<file path="src/hdl/etsd_pkg.sv">
`timescale 1ns / 1ps
`default_nettype none

package etsd_pkg;

   // Frame geometry
   localparam int DataBits  = 8;
   localparam int FrameDone = DataBits + 1;
   localparam int GapLimit  = DataBits + 3;
   localparam int PosMax    = 15;
   localparam int SlotsTop  = (DataBits < 8) ? DataBits : 8;

   // Field widths
   localparam int TsWidth   = 64;
   localparam int BtWidth   = 27;
   localparam int PosWidth  = 5;
   localparam int RemWidth  = 32;
   localparam int ByteWidth = 8;

   localparam logic [BtWidth-1:0] BitTimeReset = BtWidth'(104166);

   typedef enum logic [1:0] {
      ST_IDLE,
      ST_CHECK,
      ST_DIVIDE,
      ST_FINISH
   } state_type;

endpackage

`default_nettype wire

</file>
<file path="src/hdl/edge_timestamp_serial_decoder.sv">
`timescale 1ns / 1ps
`default_nettype none

// Channel   Direction  Handshake              Payload
// req_      in         req_valid / req_stall  req_edge_level, req_timestamp_ns
// rsp_      out        rsp_valid / rsp_stall  rsp_received_byte
// csr_      in         csr_wr_en              csr_bit_time_ns
//
// A request steps through check, divide and finish; the divide peels off n bit times,
// n being the gap rounded to bit times (at most DataBits + 3); a restarting edge skips it.
// The rounding divide is one shared subtract/compare unit, one bit slot per cycle.
// Synchronous active-high reset clears timing state, bit position and byte.
// A result waits in the rsp_ register; a stalled result holds the next request
// in its final cycle only if that request also completes a character.

module edge_timestamp_serial_decoder
   import etsd_pkg::*;
(
   input  wire logic                 clock,
   input  wire logic                 reset,
   input  wire logic                 req_valid,
   output logic                      req_stall,
   input  wire logic                 req_edge_level,
   input  wire logic [TsWidth-1:0]   req_timestamp_ns,
   output logic                      rsp_valid,
   input  wire logic                 rsp_stall,
   output logic [ByteWidth-1:0]      rsp_received_byte,
   input  wire logic                 csr_wr_en,
   input  wire logic [BtWidth-1:0]   csr_bit_time_ns
);

   localparam logic signed [PosWidth-1:0] PosStart = -PosWidth'(1);
   localparam logic signed [PosWidth-1:0] PosDone  = PosWidth'(FrameDone);
   localparam logic signed [PosWidth-1:0] PosSat   = PosWidth'(PosMax);
   localparam logic signed [PosWidth-1:0] PosSlots = PosWidth'(SlotsTop);

   state_type                   state_ff, state_in;
   logic [BtWidth-1:0]          bit_time_ff;
   logic [TsWidth-1:0]          last_time_ff, last_time_in;
   logic [TsWidth-1:0]          gap_ff, gap_in;
   logic [RemWidth-1:0]         rem_ff, rem_in;
   logic signed [PosWidth-1:0]  pos_ff, pos_in;
   logic                        held_ff, held_in;
   logic                        level_ff, level_in;
   logic [ByteWidth-1:0]        byte_ff, byte_in;
   logic                        rsp_valid_ff, rsp_valid_in;
   logic [ByteWidth-1:0]        rsp_byte_ff, rsp_byte_in;

   logic [BtWidth-1:0]          bt_eff;
   logic [RemWidth-1:0]         bt_wide;
   logic [RemWidth-1:0]         gap_max;
   logic                        long_gap;
   logic                        rem_ge;
   logic                        req_take;
   logic                        rsp_free;
   logic [2:0]                  slot_bit;

   // Treat a zero bit time as one nanosecond
   assign bt_eff   = (bit_time_ff == '0) ? BtWidth'(1) : bit_time_ff;
   assign bt_wide  = RemWidth'(bt_eff);
   assign gap_max  = bt_wide * RemWidth'(GapLimit);
   assign long_gap = (gap_ff[TsWidth-1:RemWidth] != '0) || (gap_ff[RemWidth-1:0] > gap_max);
   assign rem_ge   = (rem_ff >= bt_wide);
   assign req_take = req_valid && !req_stall;
   assign rsp_free = !rsp_valid_ff || !rsp_stall;
   assign slot_bit = 3'(7) - pos_ff[2:0];

   assign req_stall         = (state_ff != ST_IDLE);
   assign rsp_valid         = rsp_valid_ff;
   assign rsp_received_byte = rsp_byte_ff;

   // Sequence one edge through check, divide and finish
   always_comb begin
      state_in     = state_ff;
      last_time_in = last_time_ff;
      gap_in       = gap_ff;
      rem_in       = rem_ff;
      pos_in       = pos_ff;
      held_in      = held_ff;
      level_in     = level_ff;
      byte_in      = byte_ff;
      rsp_valid_in = rsp_valid_ff && rsp_stall;
      rsp_byte_in  = rsp_byte_ff;
      unique case (state_ff)
         ST_IDLE: begin
            if (req_take) begin
               gap_in       = req_timestamp_ns - last_time_ff;
               last_time_in = req_timestamp_ns;
               level_in     = req_edge_level;
               state_in     = ST_CHECK;
            end
         end
         ST_CHECK: begin
            // Restart on a long gap or after a complete frame
            if (pos_ff == PosDone || long_gap) begin
               pos_in   = PosStart;
               state_in = ST_FINISH;
            end else begin
               rem_in   = gap_ff[RemWidth-1:0] + RemWidth'(bt_eff >> 1);
               state_in = ST_DIVIDE;
            end
         end
         ST_DIVIDE: begin
            // Peel off one bit time per cycle, filling the current slot if it is a data bit
            if (rem_ge) begin
               rem_in = rem_ff - bt_wide;
               if (pos_ff >= 0 && pos_ff < PosSlots) begin
                  byte_in[slot_bit] = held_ff;
               end
               if (pos_ff != PosSat) begin
                  pos_in = pos_ff + PosWidth'(1);
               end
            end else begin
               state_in = ST_FINISH;
            end
         end
         ST_FINISH: begin
            if (pos_ff != PosDone) begin
               held_in  = level_ff;
               state_in = ST_IDLE;
            end else if (rsp_free) begin
               held_in      = level_ff;
               rsp_valid_in = 1'b1;
               rsp_byte_in  = byte_ff;
               state_in     = ST_IDLE;
            end
         end
         default: begin
            state_in = ST_IDLE;
         end
      endcase
   end

   // Control and decoder state
   always_ff @(posedge clock) begin
      if (reset) begin
         state_ff     <= ST_IDLE;
         bit_time_ff  <= BitTimeReset;
         last_time_ff <= '0;
         pos_ff       <= '0;
         held_ff      <= 1'b0;
         byte_ff      <= '0;
         rsp_valid_ff <= 1'b0;
      end else begin
         state_ff     <= state_in;
         last_time_ff <= last_time_in;
         pos_ff       <= pos_in;
         held_ff      <= held_in;
         byte_ff      <= byte_in;
         rsp_valid_ff <= rsp_valid_in;
         if (csr_wr_en) begin
            bit_time_ff <= csr_bit_time_ns;
         end
      end
   end

   // Working registers, no reset needed
   always_ff @(posedge clock) begin
      gap_ff      <= gap_in;
      rem_ff      <= rem_in;
      level_ff    <= level_in;
      rsp_byte_ff <= rsp_byte_in;
   end

endmodule

`default_nettype wire
</file>
<file path="config.mk">
export PLATFORM = sky130hd
export DESIGN_NAME = edge_timestamp_serial_decoder
export DESIGN_NICKNAME = d
export VERILOG_FILES = /design/src/hdl/etsd_pkg.sv /design/src/hdl/edge_timestamp_serial_decoder.sv
export SDC_FILE = /design/constraint.sdc
export NUM_CORES = 1
export LEC_CHECK = 0
export ABC_AREA = 1
export CAP_MARGIN = 20
export CORE_ASPECT_RATIO = 0.9
export CORE_UTILIZATION = 46
export DETAILED_ROUTE_END_ITERATION = 16
export DONT_BUFFER_PORTS = 1
export PLACE_DENSITY = 0.62
export SKIP_CTS_REPAIR_TIMING = 1
export SYNTH_ARGS = -nofsm -noshare
export SYNTH_HDL_FRONTEND = slang
export SYNTH_SLANG_ARGS = --single-unit
</file>
<file path="constraint.sdc">
create_clock -name clock -period 10.5 [get_ports clock]
set_input_delay 0.525 -clock clock [delete_from_list [all_inputs] [get_ports clock]]
set_output_delay 0.525 -clock clock [all_outputs]
set_load 0.02 [all_outputs]
</file>
==> results of run 1 <==
[cell usage after synthesis, types with 2 or more instances]
| cell type | number |
|---|---|
| a22oi_1 | 2 |
| edfxtp_1 | 105 |
| nor3_1 | 45 |
| o211ai_1 | 6 |
| nand2_4 | 2 |
| buf_6 | 3 |
| nand3b_1 | 11 |
| o21bai_1 | 21 |
| a31oi_1 | 29 |
| a211oi_1 | 2 |
| xnor2_1 | 23 |
| nand4_1 | 22 |
| nand3_2 | 2 |
| nor2_1 | 267 |
| nand2_1 | 510 |
| or2_2 | 3 |
| clkbuf_1 | 58 |
| inv_2 | 3 |
| nand3_1 | 102 |
| o2111ai_1 | 2 |
| a21oi_1 | 324 |
| nand2_2 | 4 |
| inv_1 | 441 |
| a21o_1 | 28 |
| fa_1 | 27 |
| nor2_2 | 3 |
| nor2_4 | 2 |
| ha_1 | 213 |
| dfxtp_1 | 108 |
| o21ai_1 | 8 |
| a21boi_0 | 7 |
| o21ai_0 | 247 |
| o22ai_1 | 2 |
| nor4_1 | 16 |
| o21a_1 | 8 |
| and2_0 | 2 |
| xor2_1 | 64 |
[power groups by stage]
stage | sequential [mW] | clock [mW] | combinational [mW]
final | 1.48 | 0.955 | 3.19
after global routing | 1.50 | 1.01 | 3.59
after global placement | 1.49 | 0 | 3.12
after floorplan | 1.39 | 0 | 2.29
after CTS | 1.47 | 0.974 | 3.15
after detailed placement | 1.49 | 0 | 3.14
[worst paths after layout]
path                                      from                             end  slack, ns  cells after the start
setup / recovery  bit_time_ff[21]$_SDFFE_PP0P_             rem_ff[7]$_DFFE_PP_       4.53                     24
hold reg to reg        byte_ff[2]$_SDFFE_PP0P_  rsp_received_byte[2]$_DFFE_PP_       0.43                      0
setup reg to reg  bit_time_ff[21]$_SDFFE_PP0P_             rem_ff[7]$_DFFE_PP_       4.53                     24
hold / removal                           reset        state_ff[0]$_SDFFE_PP0P_       0.05                      1
[area by class of cell]
cell class              count  area, sq um
fillers                  4169        20300
multi-input cells        2014        11900
flip-flops and latches    213         5320
inverters                 445         1670
clock buffers              34          712
well taps                 540          676
clock inverters            15          183
repair buffers              8         60.1
diodes                      1         2.50
[stage by stage]
stage               total power, mW  worst slack (ns)
floorplan                      3.68              4.46
global route                   6.10              3.98
detailed placement             4.62              4.53
CTS                            5.60              4.49
global placement               4.61              4.73
finish                         5.63              4.53
[worst register-to-register path: stages, from the launching register on]
cell and delay [ns]:
dfxtp_1 0.35, nor4_1 0.28, nand3_1 0.19, nor4_1 0.22, a41o_1 0.37, ha_1 0.22
fa_1 0.42, ha_1 0.36, nand3_1 0.08, nand2_1 0.13, a21oi_1 0.12, o21ai_0 0.50
a21boi_0 0.25, o21ai_0 0.29, xnor2_1 0.10, ha_1 0.30, nand2_1 0.05, nor2_1 0.12
nand4_1 0.09, nor2_1 0.14, nand4_1 0.11, nand2_1 0.25, nand2_1 0.14, a22oi_2 0.13
buf_4 0.40
[cells by family (layout without fill, tap and decap cells)]
family | Yosys count | count (layout) | share of synthesized area, %
fa+ha+maj | 240 | 240 | 16.8
simple gates | 995 | 995 | 21.7
flops | 213 | 213 | 27.8
compound gates | 691 | 691 | 19.5
mux | 1 | 1 | 0.0524
other cells | 0 | 1 | 0
buf+inv | 509 | 502 | 10.2
xor+xnor | 87 | 87 | 3.99
[cell usage in the layout, fill, tap and decap left out, types with 3 or more instances in the layout]
master / synthesis / final
nand2_1: 510 / 509
inv_1: 441 / 439
a21oi_1: 324 / 324
nor2_1: 267 / 267
o21ai_0: 247 / 247
ha_1: 213 / 213
dfxtp_1: 108 / 108
edfxtp_1: 105 / 105
nand3_1: 102 / 102
xor2_1: 64 / 64
nor3_1: 45 / 45
a31oi_1: 29 / 29
a21o_1: 28 / 28
fa_1: 27 / 27
clkbuf_16: 0 / 27
xnor2_1: 23 / 23
nand4_1: 22 / 22
o21bai_1: 21 / 21
nor4_1: 16 / 16
nand3b_1: 11 / 11
o21a_1: 8 / 8
o21ai_1: 8 / 8
buf_4: 1 / 8
a21boi_0: 7 / 7
o211ai_1: 6 / 6
clkinv_1: 1 / 6
clkbuf_1: 58 / 6
inv_2: 3 / 5
nand2_2: 4 / 4
bufinv_16: 0 / 4
nand2_4: 2 / 3
nor2_2: 3 / 3
or2_2: 3 / 3
clkinv_4: 0 / 3
[state kept, by name, indices dropped and copies added, names as in the netlist]
| register | count |
|---|---|
| gap_ff | 64 |
| last_time_ff | 64 |
| rem_ff | 32 |
| bit_time_ff | 27 |
| byte_ff | 8 |
| rsp_received_byte | 8 |
| pos_ff | 5 |
| state_ff | 2 |
| held_ff | 1 |
| level_ff | 1 |
| rsp_valid | 1 |
[metal layers]
layer / part of all wire, % / up-vias
met5: 0 / -
met4: 2.7 / 0
met3: 6.8 / 79
met2: 41 / 525
met1: 49 / 8266
li1: - / 9043
==> flow_metrics.env, run 1 <==
export IMPL_die_w_um=217
export IMPL_avgViaCountPerCell=5.48
export IMPL_crit_chain="nor4_1 > nand3_1 > nor4_1 > a41o_1 > ha_1 > fa_1 > ha_1 > nand3_1 > nand2_1 > a21oi_1 > o21ai_0 > a21boi_0 > o21ai_0 > xnor2_1 > ha_1 > nand2_1 > nor2_1 > nand4_1 > nor2_1 > nand4_1 > nand2_1 > nand2_1 > a22oi_2 > buf_4"
export IMPL_gr_usage_met1_pct=43.8
export IMPL_track_usage_pct=29.2
export IMPL_num_vias=17900
export IMPL_syn_avg_cell_area_sq_um=6.98
export IMPL_syn_num_nets=3073
export IMPL_yosysUniqueCellTypes=51
export IMPL_layout_drive_gt1_share_pct=2.67
export IMPL_fin_util_pct=50.2
export IMPL_finalNonFillerCells=3270
export IMPL_fin_nets=3046
export IMPL_cts_tree="done"
export IMPL_rsz0062_at_grt="no"
export IMPL_drtPass1Iterations=6
export IMPL_grt_max_degree=93
export IMPL_fp_dieH_um=195
export IMPL_placed_area_sq_um=19600
export IMPL_synth_top_cell_by_area="edfxtp_1"
export IMPL_start_util_pct=46.8
export IMPL_wl_per_cell_um=18.9
export IMPL_antenna_left=0
export IMPL_met3_usage_pct=3.97
export IMPL_cp_arrival_ns=6.17
export IMPL_clock_path_buffers=3
export IMPL_yosys_warnings=0
export IMPL_p_per_area_nw_per_um2=275
export IMPL_drt_first_iter_violations=1221
export IMPL_wl_mm=61.9
export IMPL_timing_critical_path_from_type="flip-flop"
export IMPL_synth_seq_area_share_pct=27.8
export IMPL_ys_ff_latch=213
export IMPL_final_cell_area_sq_um=20500
export IMPL_antenna_found_initial=1
export IMPL_setup_viol=0
export IMPL_p_int_mw=2.90
export IMPL_crit_top_cell="nand2_1"
export IMPL_grt_busiest_layer="met1"
export IMPL_area_delta_synth_final_pct=7.16
export IMPL_grt_overflow_total=0
export IMPL_combinationalPowerShare_pct=56.7
export IMPL_io_buffers=0
export IMPL_cp_buffers_inverters=1
export IMPL_synth_cell_area_sq_um=19100
export IMPL_cts_made_buffers=27
export IMPL_clk_pin_slew_worst_paths_ns=0.06
export IMPL_final_max_slew_viol_count=0
export IMPL_async_flop_share_pct=0
export IMPL_yosysTopAreaCellShare_pct=16.5
export IMPL_p_sw_mw=2.73
export IMPL_hold_path_class="in -> reg"
export IMPL_relSlewSlack_pct=25.8
export IMPL_crit_path_end_kind="flip-flop"
export IMPL_final_hold_violation_count=0
export IMPL_insertion_delay_ns=0.55
export IMPL_ys_flop_type="dfxtp_1"
export IMPL_power_frac_seq_pct=26.4
export IMPL_switching_share_pct=48.5
export IMPL_num_io_pins=107
export IMPL_htreeDepth=1
export IMPL_hpwlAfterDp_mm=52.3
export IMPL_drv_cap=0
export IMPL_hold_slack_ns=0.0545
export IMPL_layout_min_cycle_time_ns=5.97
export IMPL_root_buffer="clkbuf_16"
export IMPL_fin_worst_skew_ns=0.0118
export IMPL_crit_required_ns=10.70
export IMPL_dp_cells=3220
export IMPL_finalCritPeriodShare_pct=56.9
export IMPL_cp_slowest_cell="o21ai_0"
export IMPL_ir_drop_mv=0.163
export IMPL_crit_fanout=32
export IMPL_cpLargestDelayFamily="simple AND/OR/NAND/NOR gates"
export IMPL_num_rows=70
export IMPL_grt_pass1_vias=17200
export IMPL_pwr_share_clk_pct=17.0
export IMPL_path_class="reg -> reg"
export IMPL_tightest_slew_ns=1.10
export IMPL_synth_edf_count=105
export IMPL_drc=0
export IMPL_status="finished, final reports clean"
export IMPL_cts_sinks=213
export IMPL_met2_usage_pct=43.8
export IMPL_coreArea_sq_um=40800
export IMPL_netlist_instances=2736
export IMPL_yosys_top_cells_area="edfxtp_1 (16%), ha_1 (14%), dfxtp_1 (11%)"
export IMPL_setup_tns_final_ns=0
export IMPL_dieArea_sq_um=42400
export IMPL_grt_pass1_wl_mm=96.4
export IMPL_gp_congestion=0.959
export IMPL_p_leak_nw=9.18
export IMPL_max_stage_delay_ns=0.50
export IMPL_clock_fmax_ghz=0.168
No activity file was read; power rests on OpenSTA's default activity.
==> run 2, diff against run 1 <==
--- a/config.mk
+++ b/config.mk
@@ -5,13 +5,13 @@
 export SDC_FILE = /design/constraint.sdc
 export NUM_CORES = 1
 export LEC_CHECK = 0
-export ABC_AREA = 1
+export ABC_AREA = 0
 export CAP_MARGIN = 20
 export CORE_ASPECT_RATIO = 0.9
 export CORE_UTILIZATION = 46
 export DETAILED_ROUTE_END_ITERATION = 16
 export DONT_BUFFER_PORTS = 1
-export PLACE_DENSITY = 0.62
+export PLACE_DENSITY = 0.64
 export SKIP_CTS_REPAIR_TIMING = 1
 export SYNTH_ARGS = -nofsm -noshare
 export SYNTH_HDL_FRONTEND = slang
==> constraint.sdc (replaced) <==
create_clock -name clock -period 5.45 [get_ports clock]
set_input_delay 0.2725 -clock clock [delete_from_list [all_inputs] [get_ports clock]]
set_output_delay 0.2725 -clock clock [all_outputs]
set_load 0.02 [all_outputs]
==> run 2 against run 1 <==
  * The flow now finishes with violations (negative hold slack, negative setup slack)
  * Die area fell by 7.6%
  * Cell count fell by 15%
  * Final area rose by 3.0%
  * Hold slack got worse by 0.055 ns
  * Register-to-register slack got worse by 5.0 ns
  * Count of clock-buffer cells in the layout fell by 8
  * Synthesized cell count fell by 23%
  * Sequential share of layout area fell by 0.76 points
  * Sequential cell count did not move
  * Via count fell by 14%
  * Non-clock buffer count rose by 207
  * Utilization rose by 6.0 points
  * Largest power group unchanged
==> flow_metrics.env, run 2 <==
export IMPL_netlist_instances=2110
export IMPL_root_buffer="clkbuf_16"
export IMPL_timing_critical_path_from_type="flip-flop"
export IMPL_num_vias=15300
export IMPL_min_delay_start="csr_bit_time_ns[2]"
export IMPL_avgViaCountPerCell=5.54
export IMPL_cts_tree="done"
export IMPL_grt_pass1_vias=14000
export IMPL_yosysMostFrequentCell="nand2_1"
export IMPL_final_max_slew_viol_count=0
export IMPL_dp_cells=2596
export IMPL_seq_area_sq_um=5320
export IMPL_synth_simple_area_share_pct=16.3
export IMPL_synth_compound_area_share_pct=20.4
export IMPL_layout_min_cycle_time_ns=5.97
export IMPL_syn_num_nets=2447
export IMPL_coreArea_sq_um=37600
export IMPL_ys_flop_type="dfxtp_1"
export IMPL_setup_viol=38
export IMPL_async_flop_share_pct=0
export IMPL_hpwlAfterDp_mm=35.5
export IMPL_num_io_pins=107
export IMPL_drc=0
export IMPL_reg2reg_depth=27
export IMPL_crit_fanout=6
export IMPL_synth_top_family_by_area="compound AO/OA/AOI/OAI gates"
export IMPL_clk_pin_slew_worst_paths_ns=0.06
export IMPL_synth_edf_count=105
export IMPL_violations="negative hold slack, negative setup slack"
export IMPL_crit_required_ns=5.70
export IMPL_reg2reg_slack_ns=-0.52
export IMPL_wl_mm=47.2
export IMPL_ir_drop_mv=0.404
export IMPL_hold_path_class="in -> reg"
export IMPL_cts_made_buffers=25
export IMPL_yosys_top_cells_area="edfxtp_1 (18%), ha_1 (15%), dfxtp_1 (12%)"
export IMPL_cp_arrival_ns=6.21
export IMPL_layout_common_cells="nand2_1 (258), inv_1 (223), a21oi_1 (210)"
export IMPL_yosys_warnings=0
export IMPL_path_class="reg -> reg"
export IMPL_status="finished with violations"
export IMPL_whs_path_depth=2
export IMPL_start_util_pct=47.0
export IMPL_io_buffers=0
export IMPL_die_w_um=208
export IMPL_synth_cell_area_sq_um=17700
export IMPL_synth_top_cell_by_area="edfxtp_1"
export IMPL_grt_max_degree=91
export IMPL_grt_pass1_wl_mm=72.4
export IMPL_fp_dieH_um=188
export IMPL_rsz0062_at_grt="yes"
export IMPL_finalCritPeriodShare_pct=109
export IMPL_nFillCells=3394
export IMPL_syn_avg_cell_area_sq_um=8.37
export IMPL_yosysTopAreaCellShare_pct=17.9
export IMPL_hold_end="bit_time_ff[2]$_SDFFE_PP1P_"
export IMPL_drv_cap=0
export IMPL_insertion_delay_ns=0.53
export IMPL_relSlewSlack_pct=21.1
export IMPL_layout_drive_gt1_share_pct=9.81
export IMPL_fin_nets=2603
export IMPL_drt_first_iter_violations=1036
export IMPL_muxShareOfSynthArea_pct=1.59
export IMPL_gp_congestion=0.868
export IMPL_diodes=0
export IMPL_fin_ws_ns=-0.517
export IMPL_tightest_slew_ns=1.17
export IMPL_hold_slack_ns=-0.000543
export IMPL_synth_fa_ha_area_share_pct=18.2
export IMPL_finalNonFillerCells=2767
export IMPL_clock_fmax_ghz=0.168
export IMPL_regToRegStartpoint="bit_time_ff[18]$_SDFFE_PP0P_"
export IMPL_ys_ff_latch=213
export IMPL_final_cell_area_sq_um=21100
export IMPL_area_delta_synth_final_pct=19.5
export IMPL_grt_overflow_total=0
export IMPL_antenna_left=0
export IMPL_drtPass1Iterations=5
export IMPL_fin_worst_skew_ns=0.00847
export IMPL_top_regs="gap_ff: 64 flops, last_time_ff: 64 flops, rem_ff: 32 flops"
export IMPL_synth_common_cells="nand2_1 (260), inv_1 (225), a21oi_1 (215)"
export IMPL_yosysUniqueCellTypes=82
export IMPL_num_rows=67
export IMPL_final_common_cell="nand2_1"
export IMPL_final_hold_violation_count=1
export IMPL_p_total_mw=9.60
export IMPL_antenna_found_initial=0
export IMPL_track_usage_pct=22.7
export IMPL_dieArea_sq_um=39200
export IMPL_htreeDepth=1
export IMPL_cts_sinks=213
export IMPL_wl_per_cell_um=17.1
export IMPL_synth_xor_area_share_pct=6.75
export IMPL_synth_seq_area_share_pct=30.1
export IMPL_multi_input_area_sq_um=11500
export IMPL_r2r_end="rem_ff[1]$_DFFE_PP_"
export IMPL_p_leak_nw=8.95
export IMPL_placed_area_sq_um=18600
export IMPL_crit_path_end_kind="flip-flop"
export IMPL_clock_path_buffers=3
export IMPL_p_per_area_nw_per_um2=455
run 2: power by group:
| group | switching, mW | internal [mW] |
|---|---|---|
| combinational | 2.92 | 2.23 |
| sequential | 0.301 | 2.34 |
| clock | 0.680 | 1.12 |
| total | 3.91 | 5.69 |
run 2: worst max-delay path, cell delays in order, from the launching register on:
cell and delay [ns]:
dfxtp_2 0.33, nor4_4 0.31, nand4_1 0.26, o21bai_4 0.28, ha_4 0.24, ha_4 0.26, inv_2 0.04, fa_2 0.40
nor2b_2 0.15, o21ai_2 0.08, a21boi_1 0.15, o21ai_1 0.09, a21oi_2 0.20, a311oi_2 0.15, o21ba_4 0.25, o41ai_4 0.35
a31o_2 0.22, a31oi_1 0.09, ha_1 0.30, nand4b_1 0.12, or2_4 0.30, nor3_4 0.24, nand3_2 0.10, nand2_2 0.15
a31oi_4 0.06, a21oi_4 0.22, buf_12 0.16, clkbuf_16 0.16
run 2: per-layer routing:
layer	wire length (um)	GRT usage, %	part of all wire [%]
met1	24000	34.7	51
met5	0	0	0
met2	19800	33.6	42
met4	1010	4.79	2.1
met3	2370	3.20	5.0
run 2: cell families (layout without fill, tap and decap cells):
| logic type | after synthesis | after routing |
|---|---|---|
| flops | 213 | 213 |
| compound gates | 567 | 567 |
| fa+ha+maj | 240 | 240 |
| simple gates | 615 | 615 |
| buf+inv | 311 | 485 |
| mux | 28 | 28 |
| xor+xnor | 136 | 136 |
run 2: metrics by stage:
step                TNS [ns]  util [%]  worst slack, ns
global route          -28.17      56.2           -0.779
finish                -18.23      56.2           -0.517
CTS                   -42.81      52.0            -1.21
floorplan                  0         -           0.0154
detailed placement    -41.15      49.7            -1.16
global placement      -35.21      49.7            -1.00
run 2: worst max path at each step:
stage / endpoint / cells past startpoint / startpoint
floorplan: rem_ff[0]$_DFFE_PP_ / 24 / bit_time_ff[21]$_SDFFE_PP0P_
global placement: rem_ff[0]$_DFFE_PP_ / 25 / bit_time_ff[21]$_SDFFE_PP0P_
detailed placement: rem_ff[3]$_DFFE_PP_ / 25 / bit_time_ff[21]$_SDFFE_PP0P_
CTS: rem_ff[1]$_DFFE_PP_ / 24 / bit_time_ff[21]$_SDFFE_PP0P_
global route: rem_ff[1]$_DFFE_PP_ / 27 / bit_time_ff[18]$_SDFFE_PP0P_
finish: rem_ff[1]$_DFFE_PP_ / 27 / bit_time_ff[18]$_SDFFE_PP0P_
run 2: cell type report:
type,count,area share (%)
Clock inverter,19,1.22
Sequential cell,213,25.2
Timing Repair Buffer,215,9.41
Clock buffer,26,2.98
Inverter,225,4.01
Tap cell,483,2.86
Multi-Input combinational cell,1586,54.3
